`config.mk`:
```
export PLATFORM = sky130hd
export DESIGN_NAME = cosine_similarity_core
export DESIGN_NICKNAME = d
export VERILOG_FILES = /design/src/rtl/core/cs_pkg.sv /design/src/rtl/core/cs_solver.sv /design/src/rtl/core/cosine_similarity_core.sv
export SDC_FILE = /design/constraint.sdc
export NUM_CORES = 2
export LEC_CHECK = 0
export ABC_CLOCK_PERIOD_IN_PS = 46900
export BUFFER_PORTS_ARGS = -buffer_cell sky130_fd_sc_hd__buf_2
export CORE_AREA = 2 2 644 326
export CTS_BUF_LIST = sky130_fd_sc_hd__clkbuf_2
export DETAILED_ROUTE_END_ITERATION = 16
export DIE_AREA = 0 0 646 328
export HOLD_SLACK_MARGIN = 0.06
export PLACE_DENSITY = 0.64
export SETUP_SLACK_MARGIN = 0.2
export SYNTH_ARGS = -nofsm -noshare
export SYNTH_HDL_FRONTEND = slang
export SYNTH_SLANG_ARGS = --single-unit
```
`constraint.sdc`:
```
create_clock -name clk -period 46.9 [get_ports clk]
set_input_delay 7.035 -clock clk [delete_from_list [all_inputs] [get_ports clk]]
set_output_delay 7.035 -clock clk [all_outputs]
set_load 0.02 [all_outputs]
```
`src/rtl/core/cs_pkg.sv`:
```
// shared constants for the cosine similarity core
// no dependencies; used by cs_solver and cosine_similarity_core
package cs_pkg;

	// default element width and vector length limit
	localparam int ELEM_WIDTH_DEF = 16;
	localparam int MAX_LEN_DEF    = 1024;

	// result format: signed q1.14
	localparam int SIM_WIDTH = 16;
	localparam int FRAC_BITS = 14;
	localparam int ONE_Q14   = 1 << FRAC_BITS;

	// quotient of dot^2 * 2^28 over normx*normy, saturated, and its root
	localparam int QUOT_BITS = 2 * FRAC_BITS + 1;
	localparam int ROOT_BITS = FRAC_BITS + 1;

endpackage

```
`src/rtl/core/cs_solver.sv`:
```
// final similarity step: norm product, squared dot, long division, integer root
// depends on cs_pkg; instantiated by cosine_similarity_core
module cs_solver
	import cs_pkg::*;
#(
	parameter int NW = 42
) (
	input  logic                  clk,
	input  logic                  arst_n,
	input  logic                  start,
	input  logic signed [NW:0]    dot_in,
	input  logic [NW-1:0]         nx_in,
	input  logic [NW-1:0]         ny_in,
	input  logic                  ovf_in,
	output logic                  idle,
	output logic                  res_valid,
	input  logic                  res_ready,
	output logic [SIM_WIDTH-1:0]  res_sim,
	output logic                  res_zn,
	output logic                  res_ovf
);

	localparam int PW   = 2 * NW;
	localparam int CMAX = (NW > QUOT_BITS) ? NW : QUOT_BITS;
	localparam int CNTW = $clog2(CMAX + 1);

	typedef enum logic [2:0] {
		ST_IDLE,
		ST_MUL_P,
		ST_MUL_D,
		ST_DIV,
		ST_SQRT,
		ST_DONE
	} state_t;

	state_t                state_q;
	logic [CNTW-1:0]       cnt_q;
	logic [PW-1:0]         acc_q;
	logic [PW-1:0]         mcand_q;
	logic [NW-1:0]         mplier_q;
	logic [NW-1:0]         dmag_q;
	logic [PW-1:0]         p_q;
	logic [PW:0]           rem_q;
	logic [QUOT_BITS-1:0]  low_q;
	logic [QUOT_BITS-1:0]  quo_q;
	logic [ROOT_BITS-1:0]  root_q;
	logic                  neg_q;
	logic                  zn_q;
	logic                  ovf_q;
	logic                  out_valid_q;
	logic [SIM_WIDTH-1:0]  out_sim_q;
	logic                  out_zn_q;
	logic                  out_ovf_q;

	// shared shift-add datapath
	logic [PW-1:0]         add_sum;
	logic [PW:0]           div_shift;
	logic [PW:0]           div_diff;
	logic                  div_ge;
	logic [PW:0]           rem_init;
	logic [ROOT_BITS-1:0]  trial;
	logic [2*ROOT_BITS-1:0] trial_sq;
	logic [ROOT_BITS-1:0]  mag;
	logic [SIM_WIDTH-1:0]  sim_val;
	logic [NW:0]           dot_neg;

	assign add_sum   = acc_q + (mplier_q[0] ? mcand_q : '0);
	assign div_shift = {rem_q[PW-1:0], low_q[QUOT_BITS-1]};
	assign div_diff  = div_shift - {1'b0, p_q};
	assign div_ge    = div_shift >= {1'b0, p_q};
	assign rem_init  = {2'b00, add_sum[PW-1:1]};
	assign trial     = root_q | (ROOT_BITS'(1) << (cnt_q - 1'b1));
	assign trial_sq  = trial * trial;
	assign dot_neg   = -dot_in;

	// clamp to one and apply the sign
	always_comb begin
		mag = (root_q > ROOT_BITS'(ONE_Q14)) ? ROOT_BITS'(ONE_Q14) : root_q;
		sim_val = SIM_WIDTH'(mag);
		if (neg_q) begin
			sim_val = -sim_val;
		end
	end

	assign idle      = (state_q == ST_IDLE);
	assign res_valid = out_valid_q;
	assign res_sim   = out_sim_q;
	assign res_zn    = out_zn_q;
	assign res_ovf   = out_ovf_q;

	// sequencer and output register
	always_ff @(posedge clk or negedge arst_n) begin
		if (!arst_n) begin
			state_q     <= ST_IDLE;
			out_valid_q <= 1'b0;
		end else begin
			if (out_valid_q && res_ready) begin
				out_valid_q <= 1'b0;
			end
			case (state_q)
				ST_IDLE: begin
					if (start) begin
						neg_q    <= dot_in[NW];
						dmag_q   <= dot_in[NW] ? dot_neg[NW-1:0] : dot_in[NW-1:0];
						ovf_q    <= ovf_in;
						zn_q     <= (nx_in == '0) || (ny_in == '0);
						acc_q    <= '0;
						mcand_q  <= PW'(nx_in);
						mplier_q <= ny_in;
						cnt_q    <= CNTW'(NW);
						root_q   <= '0;
						quo_q    <= '0;
						if ((nx_in == '0) || (ny_in == '0)) begin
							state_q <= ST_DONE;
						end else begin
							state_q <= ST_MUL_P;
						end
					end
				end
				// normx * normy, one multiplier bit a cycle
				ST_MUL_P: begin
					acc_q    <= add_sum;
					mcand_q  <= mcand_q << 1;
					mplier_q <= mplier_q >> 1;
					cnt_q    <= cnt_q - 1'b1;
					if (cnt_q == CNTW'(1)) begin
						p_q      <= add_sum;
						acc_q    <= '0;
						mcand_q  <= PW'(dmag_q);
						mplier_q <= dmag_q;
						cnt_q    <= CNTW'(NW);
						state_q  <= ST_MUL_D;
					end
				end
				// dot magnitude squared
				ST_MUL_D: begin
					acc_q    <= add_sum;
					mcand_q  <= mcand_q << 1;
					mplier_q <= mplier_q >> 1;
					cnt_q    <= cnt_q - 1'b1;
					if (cnt_q == CNTW'(1)) begin
						if (rem_init >= {1'b0, p_q}) begin
							// quotient beyond range: similarity saturates at one
							root_q  <= ROOT_BITS'(ONE_Q14);
							state_q <= ST_DONE;
						end else begin
							rem_q   <= rem_init;
							low_q   <= {add_sum[0], {(QUOT_BITS-1){1'b0}}};
							cnt_q   <= CNTW'(QUOT_BITS);
							state_q <= ST_DIV;
						end
					end
				end
				// restoring division, one quotient bit a cycle
				ST_DIV: begin
					rem_q <= div_ge ? div_diff : div_shift;
					quo_q <= {quo_q[QUOT_BITS-2:0], div_ge};
					low_q <= low_q << 1;
					cnt_q <= cnt_q - 1'b1;
					if (cnt_q == CNTW'(1)) begin
						cnt_q   <= CNTW'(ROOT_BITS);
						state_q <= ST_SQRT;
					end
				end
				// integer root, one result bit a cycle
				ST_SQRT: begin
					if (trial_sq <= (2*ROOT_BITS)'(quo_q)) begin
						root_q <= trial;
					end
					cnt_q <= cnt_q - 1'b1;
					if (cnt_q == CNTW'(1)) begin
						state_q <= ST_DONE;
					end
				end
				ST_DONE: begin
					if (!out_valid_q || res_ready) begin
						out_valid_q <= 1'b1;
						out_sim_q   <= zn_q ? '0 : sim_val;
						out_zn_q    <= zn_q;
						out_ovf_q   <= ovf_q;
						state_q     <= ST_IDLE;
					end
				end
				default: begin
					state_q <= ST_IDLE;
				end
			endcase
		end
	end

endmodule

```
`src/rtl/core/cosine_similarity_core.sv`:
```
// top level of the cosine similarity core: stream ports and accumulators
// depends on cs_pkg and cs_solver
//
// Each element pair request is added into the dot product and both squared
// norms by three parallel multipliers. The request with tlast set starts
// the solver and the input stalls until it finishes, through the bit-serial
// multiplier run twice, the 29-step division, the 15-step root and the
// loading of the result. A zero norm skips the arithmetic and goes straight
// to loading the result. A finished result waits in the output register
// while the next vector streams in; the input stalls longer only while the
// next result finds that register still unread. Pairs beyond MAX_LEN are
// dropped and flagged on the result.
module cosine_similarity_core
	import cs_pkg::*;
#(
	parameter int ELEM_WIDTH = ELEM_WIDTH_DEF,
	parameter int MAX_LEN    = MAX_LEN_DEF
) (
	input  logic                               clk,
	input  logic                               arst_n,
	input  logic                               s_tvalid,
	output logic                               s_tready,
	// x_elem, y_elem
	input  logic [((2*ELEM_WIDTH+7)/8)*8-1:0]  s_tdata,
	input  logic                               s_tlast,
	output logic                               m_tvalid,
	input  logic                               m_tready,
	// similarity
	output logic [SIM_WIDTH-1:0]               m_tdata,
	// zero_norm, length_overflow
	output logic [1:0]                         m_tuser
);

	localparam int EW = ELEM_WIDTH;
	localparam int NW = 2 * EW + $clog2(MAX_LEN);
	localparam int DW = NW + 1;
	localparam int CW = $clog2(MAX_LEN + 1);

	logic signed [DW-1:0]  dot_q;
	logic [NW-1:0]         nx_q;
	logic [NW-1:0]         ny_q;
	logic [CW-1:0]         cnt_q;
	logic                  ovf_q;

	logic signed [EW-1:0]   x_elem;
	logic signed [EW-1:0]   y_elem;
	logic signed [2*EW-1:0] xy;
	logic signed [2*EW-1:0] xx_s;
	logic signed [2*EW-1:0] yy_s;
	logic [2*EW-1:0]        xx;
	logic [2*EW-1:0]        yy;
	logic                   take;
	logic                   accept;
	logic signed [DW-1:0]   dot_n;
	logic [NW-1:0]          nx_n;
	logic [NW-1:0]          ny_n;
	logic                   ovf_n;
	logic                   solver_idle;

	assign x_elem = s_tdata[EW-1:0];
	assign y_elem = s_tdata[2*EW-1:EW];

	// products of this pair
	assign xy   = x_elem * y_elem;
	assign xx_s = x_elem * x_elem;
	assign yy_s = y_elem * y_elem;
	assign xx   = xx_s;
	assign yy   = yy_s;

	assign take   = cnt_q < CW'(MAX_LEN);
	assign accept = s_tvalid && s_tready;

	// sums including this pair
	assign dot_n = take ? dot_q + DW'(xy) : dot_q;
	assign nx_n  = take ? nx_q + NW'(xx) : nx_q;
	assign ny_n  = take ? ny_q + NW'(yy) : ny_q;
	assign ovf_n = ovf_q | ~take;

	assign s_tready = solver_idle;

	// accumulators, cleared after the last pair
	always_ff @(posedge clk or negedge arst_n) begin
		if (!arst_n) begin
			dot_q <= '0;
			nx_q  <= '0;
			ny_q  <= '0;
			cnt_q <= '0;
			ovf_q <= 1'b0;
		end else if (accept) begin
			if (s_tlast) begin
				dot_q <= '0;
				nx_q  <= '0;
				ny_q  <= '0;
				cnt_q <= '0;
				ovf_q <= 1'b0;
			end else begin
				dot_q <= dot_n;
				nx_q  <= nx_n;
				ny_q  <= ny_n;
				cnt_q <= take ? cnt_q + 1'b1 : cnt_q;
				ovf_q <= ovf_n;
			end
		end
	end

	cs_solver #(
		.NW (NW)
	) u_solver (
		.clk       (clk),
		.arst_n    (arst_n),
		.start     (accept && s_tlast),
		.dot_in    (dot_n),
		.nx_in     (nx_n),
		.ny_in     (ny_n),
		.ovf_in    (ovf_n),
		.idle      (solver_idle),
		.res_valid (m_tvalid),
		.res_ready (m_tready),
		.res_sim   (m_tdata),
		.res_zn    (m_tuser[0]),
		.res_ovf   (m_tuser[1])
	);

endmodule

```
# Yosys cells after proc, flatten, opt, wreduce, memory -nomap -nowiden
# Index checks and enable logic that the tools add are counted.
[classes]
eq_ne = 15
muxes = 54
reduce_logical = 26
shifts = 1
n_bitwise = 4
add_sub_neg = 9
n_lt_le_gt_ge = 5
n_mul = 4
[ops]
columns = ["cell", "count"]
rows = [
  ["two-way mux 84 bit", 8],
  ["one-hot mux 84 bit (3 select lines)", 2],
  ["two-way mux 42 bit", 7],
  ["one-hot mux 84 bit (2 select lines)", 1],
  ["one-hot mux 42 bit (3 select lines)", 1],
  ["one-hot mux 29 bit (2 select lines)", 2],
  ["multiplier 16 x 16 -> 32 bit", 3],
  ["two-way mux 15 bit", 6],
  ["two-way mux 29 bit", 3],
  ["two-way mux 43 bit", 2],
  [">= comparator 85 x 84 -> 1 bit", 1],
  ["adder 42 x 32 -> 42 bit", 2],
  ["adder 84 bit", 1],
  [">= comparator 83 x 84 -> 1 bit", 1],
  ["zero test 42 bit", 2],
  ["subtractor 84 bit", 1],
  ["one-hot mux 15 bit (3 select lines)", 1],
  ["adder 43 x 32 -> 43 bit", 1],
  ["negation 42 bit", 1],
  ["<= comparator 30 x 29 -> 1 bit", 1],
  ["multiplier 15 x 15 -> 30 bit", 1],
  ["two-way mux 6 bit", 5],
  ["one-hot mux 6 bit (5 select lines)", 1],
  ["two-way mux 3 bit", 8],
  ["30 further kinds", 56],
]
[totals]
wordCells = 142
register_bits = 663
output_inout_bits = 20
in_bits = 37

# Longest topological paths before layout
[depth]
depth_word = 8
ltp_mapped = 45

# Hierarchy
# From an unflattened synthesis, not the netlist that was laid out.
[hier_totals]
hier_cells = 8820
hier_area_um2 = 81595.8
[modules_own_cells]
columns = ["module", "instances", "seq_area_each_um2", "cells_each", "area_each_um2"]
rows = [
  ["cs_solver", 1, 14874.3, 4306, 40898.0],
  ["cosine_similarity_core", 1, 3478.3, 4514, 40697.8],
]

# Least setup slack after synthesis
# No wires, ideal clock.
[synth_path]
kind = "in2reg"
startpoint = "input port s_tvalid"
endpoint = "register u_solver.acc_q[0] (enable)"
arrival_ns = 39.976
t_required_ns = 45.006
path_buffers = 1
slack_ns = 5.030
cell_stages = 5
cell_sequence = "nand2_1 nor2_1 clkbuf_1 nor3_1 a2111oi_0"
[synth_via]
elab_chain_len = 4
[synth_lines]
columns = ["item", "line", "text"]
rows = [
  ["start: declaration", "cosine_similarity_core.sv:21", "input logic s_tvalid,"],
  ["logical AND 1 bit", "cosine_similarity_core.sv:71", "assign accept = s_tvalid && s_tready;"],
  ["logical AND 1 bit", "cosine_similarity_core.sv:111", ".start (accept && s_tlast),"],
  ["!= test 2 x 1 -> 1 bit (no line)", "--", ""],
  ["AND reduction 3 bit (no line)", "--", ""],
  ["end signal: assignment", "cs_solver.sv:122", "acc_q <= add_sum;"],
  ["end signal: assignment", "cs_solver.sv:137", "acc_q <= add_sum;"],
  ["end: declaration", "cs_solver.sv:38", "logic [PW-1:0] acc_q;"],
]
# Every way passes these cells.
# A chain may end at the register's enable or synchronous reset.

# Worst setup path after layout
[layout_path]
startpoint = "input port s_tdata[31]"
endpoint = "register u_solver.zn_q (data pin)"
[layout_via]
elab_chain_len = 5
[layout_lines]
columns = ["item", "line", "text"]
rows = [
  ["start: declaration", "cosine_similarity_core.sv:24", "input logic [((2*ELEM_WIDTH+7)/8)*8-1:0] s_tdata,"],
  ["multiplier 16 x 16 -> 32 bit", "cosine_similarity_core.sv:66", "assign yy_s = y_elem * y_elem;"],
  ["adder 42 x 32 -> 42 bit", "cosine_similarity_core.sv:76", "assign ny_n = take ? ny_q + NW'(yy) : ny_q;"],
  ["two-way mux 42 bit", "cosine_similarity_core.sv:76", ""],
  ["zero test 42 bit", "cs_solver.sv:106", "zn_q <= (nx_in == '0) || (ny_in == '0);"],
  ["logical OR 1 bit", "cs_solver.sv:106", ""],
  ["end signal: assignment", "cs_solver.sv:106", ""],
  ["end: declaration", "cs_solver.sv:48", "logic zn_q;"],
]
# Every way passes these cells.

==> results by group <==
Global route
  • Largest net degree at the start of global routing: 156
  • Total grt overflow: 0
  • GRT Overall Usage: 0.231
  • Initial antenna violation count: 12
  • GR Layer Usage met1: 0.372
  • Vias in the first global route: 64,000
  • Met2 usage: 0.292
  • GR met3 Demand/Resource: 0.0768
  • GR peak layer: met1
  • First-pass GRT wire length: 382,000 µm

Clock network
  • Max Buffers Root-to-Sink: 3
  • Setup bufs post-CTS: 0
  • Clock Tree Root: clkbuf_2
  • Clock Latency Late Sink: 1570 ps
  • CTS Hold Bufs: 0
  • H-tree depth: 4
  • Clock Sinks: 635
  • Cts repair resizes: 0
  • Number of CTS-inserted buffers: 155
  • Worst-path clk slew: 130 ps
  • CTS tree: yes

Critical path
  • Startpoint class of the critical path: input port
  • CP required: 48,330 ps
  • CP max FO: 37
  • Slowest CP cell: a2111oi_0
  • Crit path DAT: 18,600 ps
  • Setup CP Type: in -> reg
  • Crit-path most repeated cell: fa_1
  • CP endpoint kind: register
  • Max incr delay on CP: 880 ps

Layout
  • Layout cell share with drive strength beyond 1: 0.0557
  • Final net count: 10,600
  • Layout area overhead: 5.57%
  • Final instance area: 86,500 µm²
  • Commonest non-fill, non-tap cell in the layout: inv_1
  • Commonest non-fill, non-tap cells in the layout: inv_1 (1,363), fa_1 (963), nand2_1 (891)

Yosys
  • Mapped Area: 82,000 µm²
  • Main synth FF type: edfxtp_1
  • Area leader, netlist: fa_1
  • Ys async rst share: 0.225
  • Synth Register Bits: 635
  • Top cell type's share of synthesized area: 0.235
  • Post-synth EDFFs: 492
  • Synth area leaders: fa_1 (24%), edfxtp_1 (18%), ha_1 (11%)
  • Synth cell types: 99
  • Synth warn: 0
  • Register area share after synthesis: 0.224
  • Cells after Synth: 8,914
  • Syn_nets: 10,600
  • Syn avg cell area: 9.19 µm²

STA
  • Setup TNS: 0 ps
  • Final cycle utilization of the critical path: 0.366
  • # setup viols final: 0
  • Max-Slew Margin vs Limit: 0.0704
  • Worst slew pin tran: 1390 ps
  • Final Max Tran Viols: 0
  • Post-Route Skew: 175 ps
  • Max Fclk: 0.0582 GHz
  • Final hold vios: 0
  • Unrepaired setup endpoints after global routing: false
  • Minimum clock period: 17,170 ps

Floorplanning
  • Initial core utilization: 0.398
  • Total Die Area: 212,000 µm²
  • Rows: 118
  • Core Area: 206,000 µm²
  • Die W: 646 µm
  • I/O pin count: 57
  • Die Y: 328 µm

Route
  • Final ANT Viol Nets: 0
  • Initial drt markers: 7,009
  • Routed wire length: 246,000 µm
  • Detailed-route DRC error count: 0
  • Vias: 65,900
  • TritonRoute pass-1 iters: 10
  • Number of vias per cell: 5.61
  • Post-DR wirelength/cell: 21.0 µm

Run
  • Max cap viols: 0

Placement
  • Placed cell area: 85,100 µm²
  • PortBufs: 56
  • Routability cong.: 0.959
  • Post-DP HPWL: 195,000 µm

Hold path
  • Hold Crit Class: reg -> reg

Outcome
  • Status: completed
[registers in the layout (all words and copies together) (netlist names), 3 cells and up]
| signal | flops |
|---|---|
| u_solver.root_q | 15 |
| u_solver.mplier_q | 42 |
| u_solver.p_q | 84 |
| nx_q | 42 |
| u_solver.acc_q | 84 |
| u_solver.mcand_q | 84 |
| u_solver.state_q | 3 |
| u_solver.cnt_q | 6 |
| dot_q | 43 |
| u_solver.rem_q | 84 |
| ny_q | 42 |
| u_solver.quo_q | 29 |
| u_solver.res_sim | 16 |
| cnt_q | 11 |
| u_solver.dmag_q | 42 |
[worst paths after layout]
| check | from | cells past startpoint | to | slack [ps] |
|---|---|---|---|---|
| setup / recovery | s_tdata[31] | 33 | u_solver.zn_q$_DFFE_PP_ | 29730 |
| hold / removal | u_solver.quo_q[13]$_SDFFCE_PN0P_ | 2 | u_solver.quo_q[14]$_SDFFCE_PN0P_ | 460 |
| setup reg to reg | u_solver.cnt_q[3]$_DFFE_PP_ | 41 | u_solver.root_q[5]$_DFFE_PP_ | 35500 |
| hold reg to reg | u_solver.quo_q[13]$_SDFFCE_PN0P_ | 2 | u_solver.quo_q[14]$_SDFFCE_PN0P_ | 460 |
| max in group asynchronous | arst_n | 2 | cnt_q[10]$_DFFE_PN0P_ | 40330 |
| min in group asynchronous | arst_n | 1 | dot_q[35]$_DFFE_PN0P_ | 5380 |
[Yosys cell counts (all sizes together) (50+ instances only)]
cell	number
inv	1365
fa	964
nand2	894
ha	727
nor2	513
edfxtp	492
o21ai	425
a21oi	422
and2	390
clkbuf	337
a21o	260
xnor2	256
dfrtp	143
xor2	136
nor3	107
nand3	106
a31oi	102
nand4	93
and3	76
nand2b	68
nor2b	61
mux2i	58
o31ai	58
o21a	56
a211oi	55
a22o	55
a22oi	54
or3	52
o21bai	50
[critical path, delay by kind of cell]
kind	cells	cell delay, ps
xor+xnor	1	560
compound gates	7	2430
buf+inv	8	1590
fa+ha+maj	8	3800
simple gates	9	3130
[cells by family (layout without fill, tap and decap cells)]
group | count (synthesis) | count (layout) | share of synthesized area
AOI/OAI and AO/OA | 1861 | 1861 | 0.150
xor gates and xnor gates | 392 | 392 | 0.0419
adders and majority gates | 1691 | 1691 | 0.346
buffers and inverters | 1746 | 1795 | 0.0803
DFF | 635 | 635 | 0.224
muxes | 80 | 80 | 0.0101
other | 0 | 11 | 0
and+or+nand+nor | 2509 | 2509 | 0.148
[metal layers]
layer | share of wire | vias to the layer above
met5 | 0.0018 | -
met4 | 0.013 | 17
met3 | 0.12 | 279
met2 | 0.37 | 3085
met1 | 0.49 | 32500
li1 | - | 30000
[layout make-up]
class                           count  area, µm²
Antenna cell                       11       27.5
Clock buffer                      221       1110
Clock inverter                     61        333
Fill cell                       20200     119000
Inverter                         1372       5150
Multi-Input combinational cell   6533      57100
Sequential cell                   635      18400
Tap cell                         2760       3450
Timing Repair Buffer              141        962
[through the flow]
stage,utilization,cells,setup slack [ps],hold WS [ps]
final,0.420,11700,29730,459
after global routing,0.420,11700,29390,535
after CTS,0.420,11700,30140,473
after detailed placement,0.413,11400,28440,491
after global placement,0.413,11400,28570,474
after floorplan,-,8914,5030,400
Power is not shown: default switching activity piles up to over one toggle a cycle in this logic, so the estimate is an artifact.
